`config.mk`:
```
export PLATFORM = sky130hd
export DESIGN_NAME = lenient_utf8_to_code_point_top
export DESIGN_NICKNAME = d
export VERILOG_FILES = /design/src/design/lu8_pkg.sv /design/src/design/lu8_front.sv /design/src/design/lu8_queue.sv /design/src/design/lu8_back.sv /design/src/design/lenient_utf8_to_code_point_top.sv
export SDC_FILE = /design/constraint.sdc
export NUM_CORES = 1
export LEC_CHECK = 0
export BUFFER_PORTS_ARGS = -buffer_cell sky130_fd_sc_hd__buf_2
export CORE_MARGIN = 1.5
export CORE_UTILIZATION = 40
export DETAILED_ROUTE_END_ITERATION = 10
export GPL_TIMING_DRIVEN = 0
export REMOVE_ABC_BUFFERS = 1
export SYNTH_ARGS = -nofsm -noshare
export SYNTH_HDL_FRONTEND = slang
export SYNTH_SLANG_ARGS = --single-unit
```
`constraint.sdc`:
```
create_clock -name clk -period 9.5 [get_ports clk]
set_input_delay 1.9 -clock clk [delete_from_list [all_inputs] [get_ports clk]]
set_output_delay 1.9 -clock clk [all_outputs]
set_load 0.1 [all_outputs]
```
`src/design/lu8_pkg.sv`:
```
// ----------------------------------------------------------------------------
// lu8_pkg
// Types, constants and decode helpers shared by the lenient UTF-8 decoder.
// ----------------------------------------------------------------------------
`default_nettype none

package lu8_pkg;

    typedef logic [7:0]  octet_t;
    typedef logic [20:0] cp_t;

    // Word on the byte side
    typedef struct packed {
        octet_t in_byte;
        logic   is_final;
    } byte_word_t;

    // Word on the code point side
    typedef struct packed {
        cp_t  code_point;
        logic last_of_string;
    } cp_word_t;

    // Run of bytes handed from front to back; only seq[0..len-1] are meaningful
    typedef struct packed {
        logic [3:0][7:0] seq;
        logic [2:0]      len;
        logic            fin;
    } job_t;

    localparam cp_t    QMARK      = 21'd63;
    localparam octet_t ASCII_TOP  = 8'h80;
    localparam int     Q_DEPTH    = 2;
    localparam int     QPTR_W     = (Q_DEPTH > 1) ? $clog2(Q_DEPTH) : 1;
    localparam int     QCNT_W     = $clog2(Q_DEPTH + 1);

    // Continuation bytes asked for by a lead; zero for ASCII or a bad lead
    function automatic logic [1:0] lead_class(input octet_t c);
        logic [1:0] k;
        k = 2'd0;
        if ((c & 8'hE0) == 8'hC0)
            k = 2'd1;
        else if ((c & 8'hF0) == 8'hE0)
            k = 2'd2;
        else if ((c & 8'hF8) == 8'hF0)
            k = 2'd3;
        return k;
    endfunction

    // Merge a lead with k continuation bytes, low six bits of each
    function automatic cp_t combine(input octet_t lead, input octet_t t1,
                                    input octet_t t2, input octet_t t3,
                                    input logic [1:0] k);
        cp_t v;
        case (k)
            2'd1:    v = {10'd0, lead[4:0], t1[5:0]};
            2'd2:    v = {5'd0, lead[3:0], t1[5:0], t2[5:0]};
            2'd3:    v = {lead[2:0], t1[5:0], t2[5:0], t3[5:0]};
            default: v = {13'd0, lead};
        endcase
        return v;
    endfunction

endpackage

`default_nettype wire

```
`src/design/lu8_front.sv`:
```
// ----------------------------------------------------------------------------
// lu8_front
// Takes bytes, tracks the pending sequence and hands finished runs of bytes
// to the queue.
// ----------------------------------------------------------------------------
`default_nettype none

module lu8_front (
    input  wire logic               clk,
    input  wire logic               rst_n,
    input  wire logic               byte_valid,
    output logic                    byte_stall,
    input  wire lu8_pkg::byte_word_t byte_word,
    input  wire logic               q_full,
    output logic                    push,
    output lu8_pkg::job_t           push_job
);
    import lu8_pkg::*;

    octet_t     lead_reg,  lead_next;
    logic [1:0] need_reg,  need_next;
    logic [1:0] tcnt_reg,  tcnt_next;
    octet_t     tail0_reg, tail1_reg;

    logic       accept;
    logic       pending;
    logic       complete;
    logic [1:0] cls;
    octet_t     b;

    assign b          = byte_word.in_byte;
    assign byte_stall = q_full;
    assign accept     = byte_valid && !q_full;
    assign pending    = (need_reg != 2'd0);
    assign cls        = lead_class(b);
    assign complete   = pending && ((({1'b0, tcnt_reg} + 3'd1) >= {1'b0, need_reg})
                                    || (tcnt_reg >= 2'd2));

    // Run of bytes as seen from this byte: held lead and tails, then the new byte
    always_comb
    begin
        push_job.seq[0] = pending ? lead_reg : b;
        push_job.seq[1] = (tcnt_reg == 2'd0) ? b : tail0_reg;
        push_job.seq[2] = (tcnt_reg == 2'd1) ? b : tail1_reg;
        push_job.seq[3] = b;
        push_job.len    = pending ? ({1'b0, tcnt_reg} + 3'd2) : 3'd1;
        push_job.fin    = byte_word.is_final;
    end

    // Sequence tracking
    always_comb
    begin
        lead_next = lead_reg;
        need_next = need_reg;
        tcnt_next = tcnt_reg;
        push      = 1'b0;
        if (accept)
        begin
            if (byte_word.is_final || complete)
            begin
                push      = 1'b1;
                lead_next = 8'd0;
                need_next = 2'd0;
                tcnt_next = 2'd0;
            end
            else if (!pending)
            begin
                if (b < ASCII_TOP || cls == 2'd0)
                begin
                    push = 1'b1;
                end
                else
                begin
                    lead_next = b;
                    need_next = cls;
                    tcnt_next = 2'd0;
                end
            end
            else
            begin
                tcnt_next = tcnt_reg + 2'd1;
            end
        end
    end

    always_ff @(posedge clk or negedge rst_n)
    begin
        if (!rst_n)
        begin
            lead_reg <= 8'd0;
            need_reg <= 2'd0;
            tcnt_reg <= 2'd0;
        end
        else
        begin
            lead_reg <= lead_next;
            need_reg <= need_next;
            tcnt_reg <= tcnt_next;
        end
    end

    // Continuation bytes held while the sequence is open
    always_ff @(posedge clk)
    begin
        if (accept && pending && !byte_word.is_final && !complete)
        begin
            if (tcnt_reg[0])
                tail1_reg <= b;
            else
                tail0_reg <= b;
        end
    end

endmodule

`default_nettype wire

```
`src/design/lu8_queue.sv`:
```
// ----------------------------------------------------------------------------
// lu8_queue
// Short first-in first-out store of byte runs between front and back.
// ----------------------------------------------------------------------------
`default_nettype none

module lu8_queue (
    input  wire logic          clk,
    input  wire logic          rst_n,
    input  wire logic          push,
    input  wire lu8_pkg::job_t push_job,
    output logic               full,
    input  wire logic          pop,
    output logic               head_valid,
    output lu8_pkg::job_t      head_job
);
    import lu8_pkg::*;

    job_t               store [Q_DEPTH];
    logic [QPTR_W-1:0]  wptr_reg, wptr_next;
    logic [QPTR_W-1:0]  rptr_reg, rptr_next;
    logic [QCNT_W-1:0]  cnt_reg,  cnt_next;
    logic               do_pop;

    assign full       = (cnt_reg == QCNT_W'(Q_DEPTH));
    assign head_valid = (cnt_reg != '0);
    assign head_job   = store[rptr_reg];
    assign do_pop     = pop && head_valid;

    // Pointer and fill count
    always_comb
    begin
        wptr_next = wptr_reg;
        rptr_next = rptr_reg;
        cnt_next  = cnt_reg;
        if (push)
            wptr_next = (wptr_reg == QPTR_W'(Q_DEPTH - 1)) ? '0 : wptr_reg + 1'b1;
        if (do_pop)
            rptr_next = (rptr_reg == QPTR_W'(Q_DEPTH - 1)) ? '0 : rptr_reg + 1'b1;
        if (push && !do_pop)
            cnt_next = cnt_reg + 1'b1;
        else if (!push && do_pop)
            cnt_next = cnt_reg - 1'b1;
    end

    always_ff @(posedge clk or negedge rst_n)
    begin
        if (!rst_n)
        begin
            wptr_reg <= '0;
            rptr_reg <= '0;
            cnt_reg  <= '0;
        end
        else
        begin
            wptr_reg <= wptr_next;
            rptr_reg <= rptr_next;
            cnt_reg  <= cnt_next;
        end
    end

    // Entry storage
    always_ff @(posedge clk)
    begin
        if (push)
            store[wptr_reg] <= push_job;
    end

endmodule

`default_nettype wire

```
`src/design/lu8_back.sv`:
```
// ----------------------------------------------------------------------------
// lu8_back
// Walks a byte run to the output register, one code point per unstalled cycle.
// ----------------------------------------------------------------------------
`default_nettype none

module lu8_back (
    input  wire logic          clk,
    input  wire logic          rst_n,
    input  wire logic          head_valid,
    input  wire lu8_pkg::job_t head_job,
    output logic               pop,
    output logic               cp_valid,
    input  wire logic          cp_stall,
    output lu8_pkg::cp_word_t  cp_word
);
    import lu8_pkg::*;

    logic [1:0] pos_reg, pos_next;
    logic       cp_valid_reg, cp_valid_next;
    cp_word_t   cp_word_reg;

    octet_t     c;
    logic [1:0] k;
    logic [2:0] adv;
    logic [2:0] pos_after;
    logic       run_done;
    logic       out_free;
    logic       step;
    cp_t        cp_val;

    assign out_free = !cp_valid_reg || !cp_stall;
    assign step     = head_valid && out_free;
    assign c        = head_job.seq[pos_reg];
    assign k        = lead_class(c);

    // One decode step at the current position
    always_comb
    begin
        if (c < ASCII_TOP)
        begin
            cp_val = {13'd0, c};
            adv    = 3'd1;
        end
        else if (k != 2'd0 && ({1'b0, pos_reg} + {1'b0, k}) < head_job.len)
        begin
            cp_val = combine(c, head_job.seq[pos_reg + 2'd1],
                             head_job.seq[pos_reg + 2'd2],
                             head_job.seq[pos_reg + 2'd3], k);
            adv    = {1'b0, k} + 3'd1;
        end
        else
        begin
            cp_val = QMARK;
            adv    = 3'd1;
        end
    end

    assign pos_after = {1'b0, pos_reg} + adv;
    assign run_done  = (pos_after >= head_job.len);
    assign pop       = step && run_done;

    // Position and output valid
    always_comb
    begin
        pos_next      = pos_reg;
        cp_valid_next = cp_valid_reg;
        if (!cp_stall)
            cp_valid_next = 1'b0;
        if (step)
        begin
            cp_valid_next = 1'b1;
            pos_next      = run_done ? 2'd0 : pos_after[1:0];
        end
    end

    always_ff @(posedge clk or negedge rst_n)
    begin
        if (!rst_n)
        begin
            pos_reg      <= 2'd0;
            cp_valid_reg <= 1'b0;
        end
        else
        begin
            pos_reg      <= pos_next;
            cp_valid_reg <= cp_valid_next;
        end
    end

    // Result word
    always_ff @(posedge clk)
    begin
        if (step)
        begin
            cp_word_reg.code_point     <= cp_val;
            cp_word_reg.last_of_string <= head_job.fin && run_done;
        end
    end

    assign cp_valid = cp_valid_reg;
    assign cp_word  = cp_word_reg;

endmodule

`default_nettype wire

```
`src/design/lenient_utf8_to_code_point_top.sv`:
```
// ----------------------------------------------------------------------------
// lenient_utf8_to_code_point_top
// Lenient UTF-8 decoder: bytes in, code points out, bad leads give '?'.
//
//   channel   | direction | word        | handshake
//   byte      | in        | byte_word_t | byte_valid / byte_stall
//   cp        | out       | cp_word_t   | cp_valid / cp_stall
//
// One byte a cycle is taken unless stalled; a result passes the queue,
// then the output register. A final byte may give up to three results,
// one per unstalled cycle, set by the single decode step of the back end.
// Reset clears the pending sequence, the queue and the output valid.
// byte_stall rises only while the two-entry queue is full.
// ----------------------------------------------------------------------------
`default_nettype none

module lenient_utf8_to_code_point_top (
    input  wire logic                clk,
    input  wire logic                rst_n,
    input  wire logic                byte_valid,
    output logic                     byte_stall,
    input  wire lu8_pkg::byte_word_t byte_word,
    output logic                     cp_valid,
    input  wire logic                cp_stall,
    output lu8_pkg::cp_word_t        cp_word
);
    import lu8_pkg::*;

    logic q_full;
    logic push;
    job_t push_job;
    logic pop;
    logic head_valid;
    job_t head_job;

    // Front: sequence tracking
    lu8_front u_front (
        .clk        (clk),
        .rst_n      (rst_n),
        .byte_valid (byte_valid),
        .byte_stall (byte_stall),
        .byte_word  (byte_word),
        .q_full     (q_full),
        .push       (push),
        .push_job   (push_job)
    );

    // Queue between the two halves
    lu8_queue u_queue (
        .clk        (clk),
        .rst_n      (rst_n),
        .push       (push),
        .push_job   (push_job),
        .full       (q_full),
        .pop        (pop),
        .head_valid (head_valid),
        .head_job   (head_job)
    );

    // Back: decode and output register
    lu8_back u_back (
        .clk        (clk),
        .rst_n      (rst_n),
        .head_valid (head_valid),
        .head_job   (head_job),
        .pop        (pop),
        .cp_valid   (cp_valid),
        .cp_stall   (cp_stall),
        .cp_word    (cp_word)
    );

endmodule

`default_nettype wire

```
==> results.toml, run 1 <==
[run_status]
status = "completed"

[yosys]
synth-seq-cells = 129
synth_cell_type_count = 59
synthCells = 468
ys_seq_area_share_pct = 57.1
ys_async_sr_fraction_pct = 14.7
synth-edff-count = 110
synthFlopType = "edfxtp_1"
yosys_warnings = 0
syn_area_um2 = 6620
syn_avg_cell_area_um2 = 14.1

[finish]
largest_reg_flops = 72
area_delta_synth_final_pct = 14.5
final_cell_mix = "110 x edfxtp_1, 55 x mux2_2, 36 x buf_2"
final_nets = 534
n_antenna_cell = 0
layout_commonest_cell = "edfxtp_1"
drive_above_1_share_pct = 31.9
final_cells = 734

[clocking]
clkLatencyLatePin_ps = 420
cts_tree = "yes"
htreeDepth = 4
clockRootBuffer = "clkbuf_16"
clk_pin_slew_ps = 60
cts_buffers = 17
hold_buffers = 0
cts_setup_buffers = 0
ctsResizeCount = 0
cts.sinks = 129
cts-root-to-sink-buffers = 2

[floorplan]
start_util_pct = 41.4
die_width_um = 132
core_um2 = 16000
num_io_pins = 37
rows = 46
die_area_um2 = 17300
dieHeight_um = 132

[timing]
holdWs_ps = 474
hold_violations = 0
min_period_ps = 6970
slew_viol_final = 0
setup_tns_ps = 0
fin_worst_skew_ps = 9.00
slew_headroom_pct = 19.4
worst_pin_slew_ps = 1210
rsz0062_at_grt = "false"
fmax_ghz = 0.143
layout_setup_ws_ps = 2530
fin_crit_sh_pct = 73.4
setup_violations = 0

[route]
ant_nets = 0
drc = 0
drt-initial-drc-count = 342
routedWlPerCell_um = 18.4
avgViaCountPerCell = 5.50
firstDrtPassIters = 6
vias = 4040
drt-total-wl_um = 13500

[setup_path]
critPathSlowestCell = "dfrtp_2"
crit_type = "reg2reg"
cp-end-kind = "register"
cpPeakStageDelay_ps = 900
worst_ep_arrival_time_ps = 7320
worstPathRequired_ps = 9840
start_kind = "register"
path_cells = "clkinv_1, mux4_2, nand3_2, a211o_1, fa_1, inv_1, ha_1, o21ai_0, a21oi_1, nor2_1, nand4_4, nand2b_1, ha_1, fa_1, ha_1, a21o_1, a21o_1, nand2_1, ha_1, nor2_1, xnor2_1"
crit_fanout = 38
path_buf_inv = 2
critPathTopFamily = "adder cells"
cpMostUsedCell = "ha_1"

[placed_design]
place_congestion = 0.827
dp_hpwl_um = 9150
placedCellCount = 702
pre_cts_ws_ps = 1760
numPortBuffers = 36

[global_route]
grt_use_total_pct = 16.3
grt_max_degree = 39
antenna_found_initial = 0
grt-ovfl-total = 0
grt_pass1_vias = 4019
grt_first_pass_wirelength_um = 21800

[run]
maxCapViolations = 0

[worst_hold_path]
min_path_type = "reg2reg"
## Yosys cell counts (all sizes together), types with 13 or more instances
cell,n,area share [%]
mux2,62,11
dfrtp,19,7.2
ha,13,2.5
a21oi,15,1.1
nand2,16,0.95
mux2i,31,4.7
nor2,32,1.8
mux4,13,4.4
inv,15,0.85
edfxtp,110,50
buf,15,1.9
o21ai,17,1.3
## area by class of cell
class / count / area [µm²]
repair buffers: 43 / 260
clock buffers: 17 / 425
multi-input cells: 298 / 2640
flip-flops and latches: 129 / 3780
well taps: 216 / 270
inverters: 16 / 60.1
clock inverters: 15 / 136
fillers: 1475 / 8430
## kinds of logic (layout without fill, tap and decap cells)
family / after synthesis / after routing / synth area share, %
buffers and inverters: 41 / 91 / 3.33
multiplexers: 106 / 106 / 19.8
XOR/XNOR: 6 / 6 / 0.908
flip-flops: 129 / 129 / 57.1
AO/OA/AOI/OAI: 79 / 79 / 8.36
AND/OR/NAND/NOR: 91 / 91 / 7.09
adder cells (fa/ha/maj): 16 / 16 / 3.37
## stage by stage
stage          cell area [µm²]  utilization, %
2_1_floorplan             6460               -
3_3_place_gp              6910            43.2
3_5_place_dp              7010            43.8
4_1_cts                   7570            47.3
5_1_grt                   7570            47.3
6_report                  7570            47.3
## path summary, 6_finish.rpt
| check | start | to | slack (ps) | depth (start not counted) |
|---|---|---|---|---|
| worst max-delay path | u_back.pos_reg[1] | u_queue.cnt_reg[1] | 2530 | 21 |
| worst min-delay path | u_front.lead_reg[7] | u_front.lead_reg[7] | 470 | 1 |
| worst max register to register | u_back.pos_reg[1] | u_queue.cnt_reg[1] | 2530 | 21 |
| worst min register to register | u_front.lead_reg[7] | u_front.lead_reg[7] | 470 | 1 |
| max in group asynchronous | rst_n | u_queue.rptr_reg | 7670 | 1 |
| min in group asynchronous | rst_n | u_back.pos_reg[0] | 1450 | 1 |
## routing by layer
layer / vias up / track usage, % / part of all wire (%)
li1: 1896 / - / -
met1: 1978 / 21.5 / 46
met2: 146 / 25.5 / 48
met3: 20 / 4.24 / 4.5
met4: 0 / 7.04 / 1.5
met5: - / 0 / 0
Power of run 1 is left out: the tool's default activity adds up to more than one toggle a clock period on the data nets, which glitch-free logic cannot reach.
==> inputs of run 2 (changes only) <==
- clock period: 9.5 -> 6.1 ns (I/O delays scaled with it)
==> run 2 against run 1 <==
Global-route usage increased by 0.34 points. Clock skew down 0.52 ps. Sequential share of layout area shrank 0.79 points. Count of clock-buffer cells in the layout is the same. First-iteration DRC count increased by 13%. Hold slack better by 1.7 ps. Sequential cell count did not move. Highest routed layer unchanged.
==> results.toml, run 2 (synthesized netlist as in run 1, its figures left out) <==
[timing]
layout_setup_ws_ps = 358
slew_headroom_pct = 20.0
rsz0062_at_grt = "false"
worst_pin_slew_ps = 1190
min_period_ps = 5740
fin_crit_sh_pct = 94.1
slew_viol_final = 0
setup_violations = 0
setup_tns_ps = 0
hold_violations = 0
fin_worst_skew_ps = 8.48
fmax_ghz = 0.174

[clocking]
cts_buffers = 17
cts_tree = "yes"
clockRootBuffer = "clkbuf_16"
cts-root-to-sink-buffers = 2
cts.sinks = 129
clkLatencyLatePin_ps = 420
clk_pin_slew_ps = 60
htreeDepth = 4

[floorplan]
core_um2 = 16000
rows = 46
start_util_pct = 41.4
num_io_pins = 37
dieHeight_um = 132
die_width_um = 132
die_area_um2 = 17300

[global_route]
grt_pass1_vias = 4097
grt-ovfl-total = 0
grt_max_degree = 37
grt_first_pass_wirelength_um = 22300
antenna_found_initial = 0
grt_use_total_pct = 16.7

[finish]
layout_commonest_cell = "edfxtp_1"
n_antenna_cell = 0
largest_reg_flops = 72
drive_above_1_share_pct = 34.7
final_cell_mix = "110 x edfxtp_1, 55 x mux2_2, 36 x buf_2"
area_delta_synth_final_pct = 16.6
final_nets = 547
nFillCells = 1461

[setup_path]
worst_ep_arrival_time_ps = 6090
reg2reg_depth = 22
worstPathRequired_ps = 6440
r2r_start = "u_back.pos_reg[1]"
cp-end-kind = "register"
rrSetupSlack_ps = 360
crit_fanout = 20
start_kind = "register"
crit_type = "reg2reg"
timing.rr.end = "u_queue.cnt_reg[1]"

[placed_design]
numPortBuffers = 36
dp_hpwl_um = 9150
pre_cts_ws_ps = -1640
place_congestion = 0.827

[route]
vias = 4071
ant_nets = 0
avgViaCountPerCell = 5.45
drt-total-wl_um = 13800
routedWlPerCell_um = 18.5
firstDrtPassIters = 5
drc = 0
drt-initial-drc-count = 387

[worst_hold_path]
min-delay-start = "u_front.lead_reg[7]"
hold_path_depth = 1
hold_end = "u_front.lead_reg[7]"
min_path_type = "reg2reg"

[run_status]
status = "completed"

[run]
maxCapViolations = 0
run 2: cell count changes in the layout (fill, tap and decap cells not counted), sizes merged:
cell	previous run	this run
inv	18	17
clkinvlp	7	8
buf	43	56
run 2: stage by stage:
stage	hold slack [ps]	instance area (µm²)	instances	util, %
2_1_floorplan	446	6460	443	-
3_3_place_gp	456	6910	695	43.2
3_5_place_dp	462	7010	702	43.8
4_1_cts	476	7660	741	47.9
5_1_grt	518	7710	747	48.2
6_report	476	7710	747	48.2
run 2: routing by layer:
layer,wire length [µm],GRT usage (%)
met1,6400,21.8
met2,6600,26.3
met3,592,4.24
met4,211,6.98
met5,0,0
run 2: layout make-up:
cell class / instances / area, µm² / share of cell area [%]
clock buffers: 17 / 425 / 5.52
clock inverters: 15 / 136 / 1.77
inverters: 16 / 65.1 / 0.844
multi-input cells: 298 / 2660 / 34.5
flip-flops and latches: 129 / 3790 / 49.1
well taps: 216 / 270 / 3.50
repair buffers: 56 / 365 / 4.74
run 2: what timing repair did:
action | in CTS | in global routing
resized for setup | 8 | 3
cloned | 0 | 0
endpoints found under the setup margin | 11 | 2
pin swaps | 1 | 2
hold buffers | 0 | 0
setup buffers | 7 | 6
run 2: worst max-delay path by stage:
| stage | cells after the start | to | from |
|---|---|---|---|
| finish | 22 | u_queue.cnt_reg[1] | u_back.pos_reg[1] |
| global route | 23 | u_queue.cnt_reg[1] | u_back.pos_reg[1] |
| CTS | 25 | u_queue.cnt_reg[1] | u_queue.rptr_reg |
| detailed placement | 22 | u_queue.cnt_reg[1] | u_back.pos_reg[1] |
| global placement | 23 | u_queue.cnt_reg[1] | u_back.pos_reg[1] |
| floorplan | 23 | u_queue.cnt_reg[1] | u_back.pos_reg[1] |
run 2: critical path, stage by stage, from the launching register on:
cell,delay (ps)
dfrtp_4,630
clkinv_2,350
mux4_2,500
buf_4,140
nand3_2,200
a211o_1,320
fa_1,510
inv_1,40
ha_1,270
o21ai_0,140
a21oi_1,60
nor2_1,170
nand4_4,100
nand2b_1,160
ha_1,210
fa_1,510
ha_1,320
a21o_1,160
a21o_1,190
nand2_1,130
ha_1,270
nor2_1,150
xnor2_1,130
Power of run 2 is left out for the same reason.
==> inputs of run 3 (changes only) <==
- PLACE_DENSITY: default -> 0.68
==> run 3 against run 2 <==
Routed wire length is 0.28% higher. Fmax increased by 0.35%. Utilization is 0.64 points higher. Highest routed layer unchanged.
==> results.toml, run 3 (synthesized netlist as in run 1, its figures left out) <==
[global_route]
antenna_found_initial = 1
grt-ovfl-total = 0
grt_pass1_vias = 4282
grt_use_total_pct = 16.5
grt_first_pass_wirelength_um = 22600
grt_max_degree = 39

[finish]
nFillCells = 1390
drive_above_1_share_pct = 35.0
fin_area_um2 = 7820
largest_reg_flops = 72
final_cell_mix = "110 x edfxtp_1, 55 x mux2_2, 36 x buf_2"
area_delta_synth_final_pct = 18.1
final_nets = 551
n_antenna_cell = 0
layout_commonest_cell = "edfxtp_1"

[route]
dr.max_layer_used = "met4"
ant_nets = 0
routedWlPerCell_um = 18.4
wl_met2_um = 6890
vias = 4150
wl_met1_um = 6030
met3_length_um = 602
avgViaCountPerCell = 5.53
drc = 0
drt-initial-drc-count = 344
firstDrtPassIters = 5
drt-total-wl_um = 13800

[run_status]
status = "completed"

[setup_path]
worst_ep_arrival_time_ps = 6020
cpMostUsedCell = "ha_1"
worstPathRequired_ps = 6400
cp-end-kind = "register"
cpPeakStageDelay_ps = 570
critPathTopFamily = "adder cells"
critPathSlowestCell = "mux4_2"
path_buf_inv = 3
path_cells = "buf_12, mux2_4, mux4_2, a21oi_2, ha_1, inv_1, fa_1, inv_1, ha_1, o21ai_0, a21oi_1, nor2_1, nand4_4, nand2b_1, ha_1, fa_1, ha_1, a21o_1, a21o_1, nand2_1, ha_1, xor2_1, nor2_1, xnor2_1"
start_kind = "register"
crit_type = "reg2reg"
crit_fanout = 38
critical_path_cell_count = 24
reg2reg_depth = 24

[floorplan]
start_util_pct = 41.4
rows = 46
dieHeight_um = 132
num_io_pins = 37
die_area_um2 = 17300
die_width_um = 132
core_um2 = 16000

[placed_design]
placed_area_um2 = 7010
numPortBuffers = 36
dp_hpwl_um = 9140
place_congestion = 0.826

[clocking]
cts_buffers = 17
cts.sinks = 129
clockRootBuffer = "clkbuf_16"
htreeDepth = 4
clk_pin_slew_ps = 60
cts-root-to-sink-buffers = 2
cts_tree = "yes"
clkLatencyLatePin_ps = 410

[timing]
setup_violations = 0
worst_pin_slew_ps = 1170
min_period_ps = 5720
rsz0062_at_grt = "false"
fmax_ghz = 0.175
slew_viol_final = 0
hold_violations = 0
slew_headroom_pct = 20.9
fin_crit_sh_pct = 93.8
fin_worst_skew_ps = 9.00

[worst_hold_path]
min_path_type = "reg2reg"
hold_path_depth = 1

[run]
maxCapViolations = 0
-- run 3: repair_timing --
item / CTS / global route
hold buffers: 0 / 0
resized for setup: 8 / 3
pin swaps: 1 / 2
buffers inserted: 6 / 11
endpoints found under the setup margin: 11 / 2
-- run 3: routing by layer --
| layer | up-vias | global-route usage [%] |
|---|---|---|
| li1 | 1928 | - |
| met1 | 2056 | 20.9 |
| met2 | 133 | 27.5 |
| met3 | 33 | 3.36 |
| met4 | 0 | 7.35 |
| met5 | - | 0 |
-- run 3: path summary, 6_finish.rpt --
kind | from | endpoint | slack (ps)
setup / recovery | u_queue.rptr_reg | u_queue.cnt_reg[1] | 380
min in group asynchronous | rst_n | u_queue.cnt_reg[0] | 760
max in group asynchronous | rst_n | u_back.pos_reg[0] | 4980
hold reg to reg | u_front.lead_reg[6] | u_front.lead_reg[6] | 490
hold / removal | u_front.lead_reg[6] | u_front.lead_reg[6] | 490
setup reg to reg | u_queue.rptr_reg | u_queue.cnt_reg[1] | 380
-- run 3: area by class of cell --
cell class              instances  area [µm²]  share of cell area [%]
inverters                      16        68.8                   0.881
clock inverters                15         179                    2.29
clock buffers                  17         425                    5.44
flip-flops and latches        129        3790                    48.5
well taps                     216         270                    3.46
multi-input cells             298        2660                    34.0
repair buffers                 60         424                    5.43
-- run 3: metrics by stage --
stage / TNS [ps] / setup WS [ps] / cells / hold WS (ps) / util, %
2_1_floorplan: -1150 / -432 / 443 / 446 / -
3_3_place_gp: -11370 / -1640 / 695 / 455 / 43.2
3_5_place_dp: -9020 / -1670 / 702 / 480 / 43.8
4_1_cts: 0 / 30.2 / 740 / 488 / 48.1
5_1_grt: 0 / 54.6 / 751 / 509 / 48.8
6_report: 0 / 378 / 751 / 486 / 48.8
-- run 3: worst reg2reg max path, cell delays in order (launching register included) --
cell	delay, ps
dfrtp_2	430
buf_12	250
mux2_4	370
mux4_2	570
a21oi_2	210
ha_1	170
inv_1	50
fa_1	490
inv_1	50
ha_1	270
o21ai_0	130
a21oi_1	60
nor2_1	230
nand4_4	120
nand2b_1	170
ha_1	210
fa_1	510
ha_1	320
a21o_1	160
a21o_1	180
nand2_1	140
ha_1	180
xor2_1	150
nor2_1	70
xnor2_1	120
Power of run 3 is left out for the same reason.
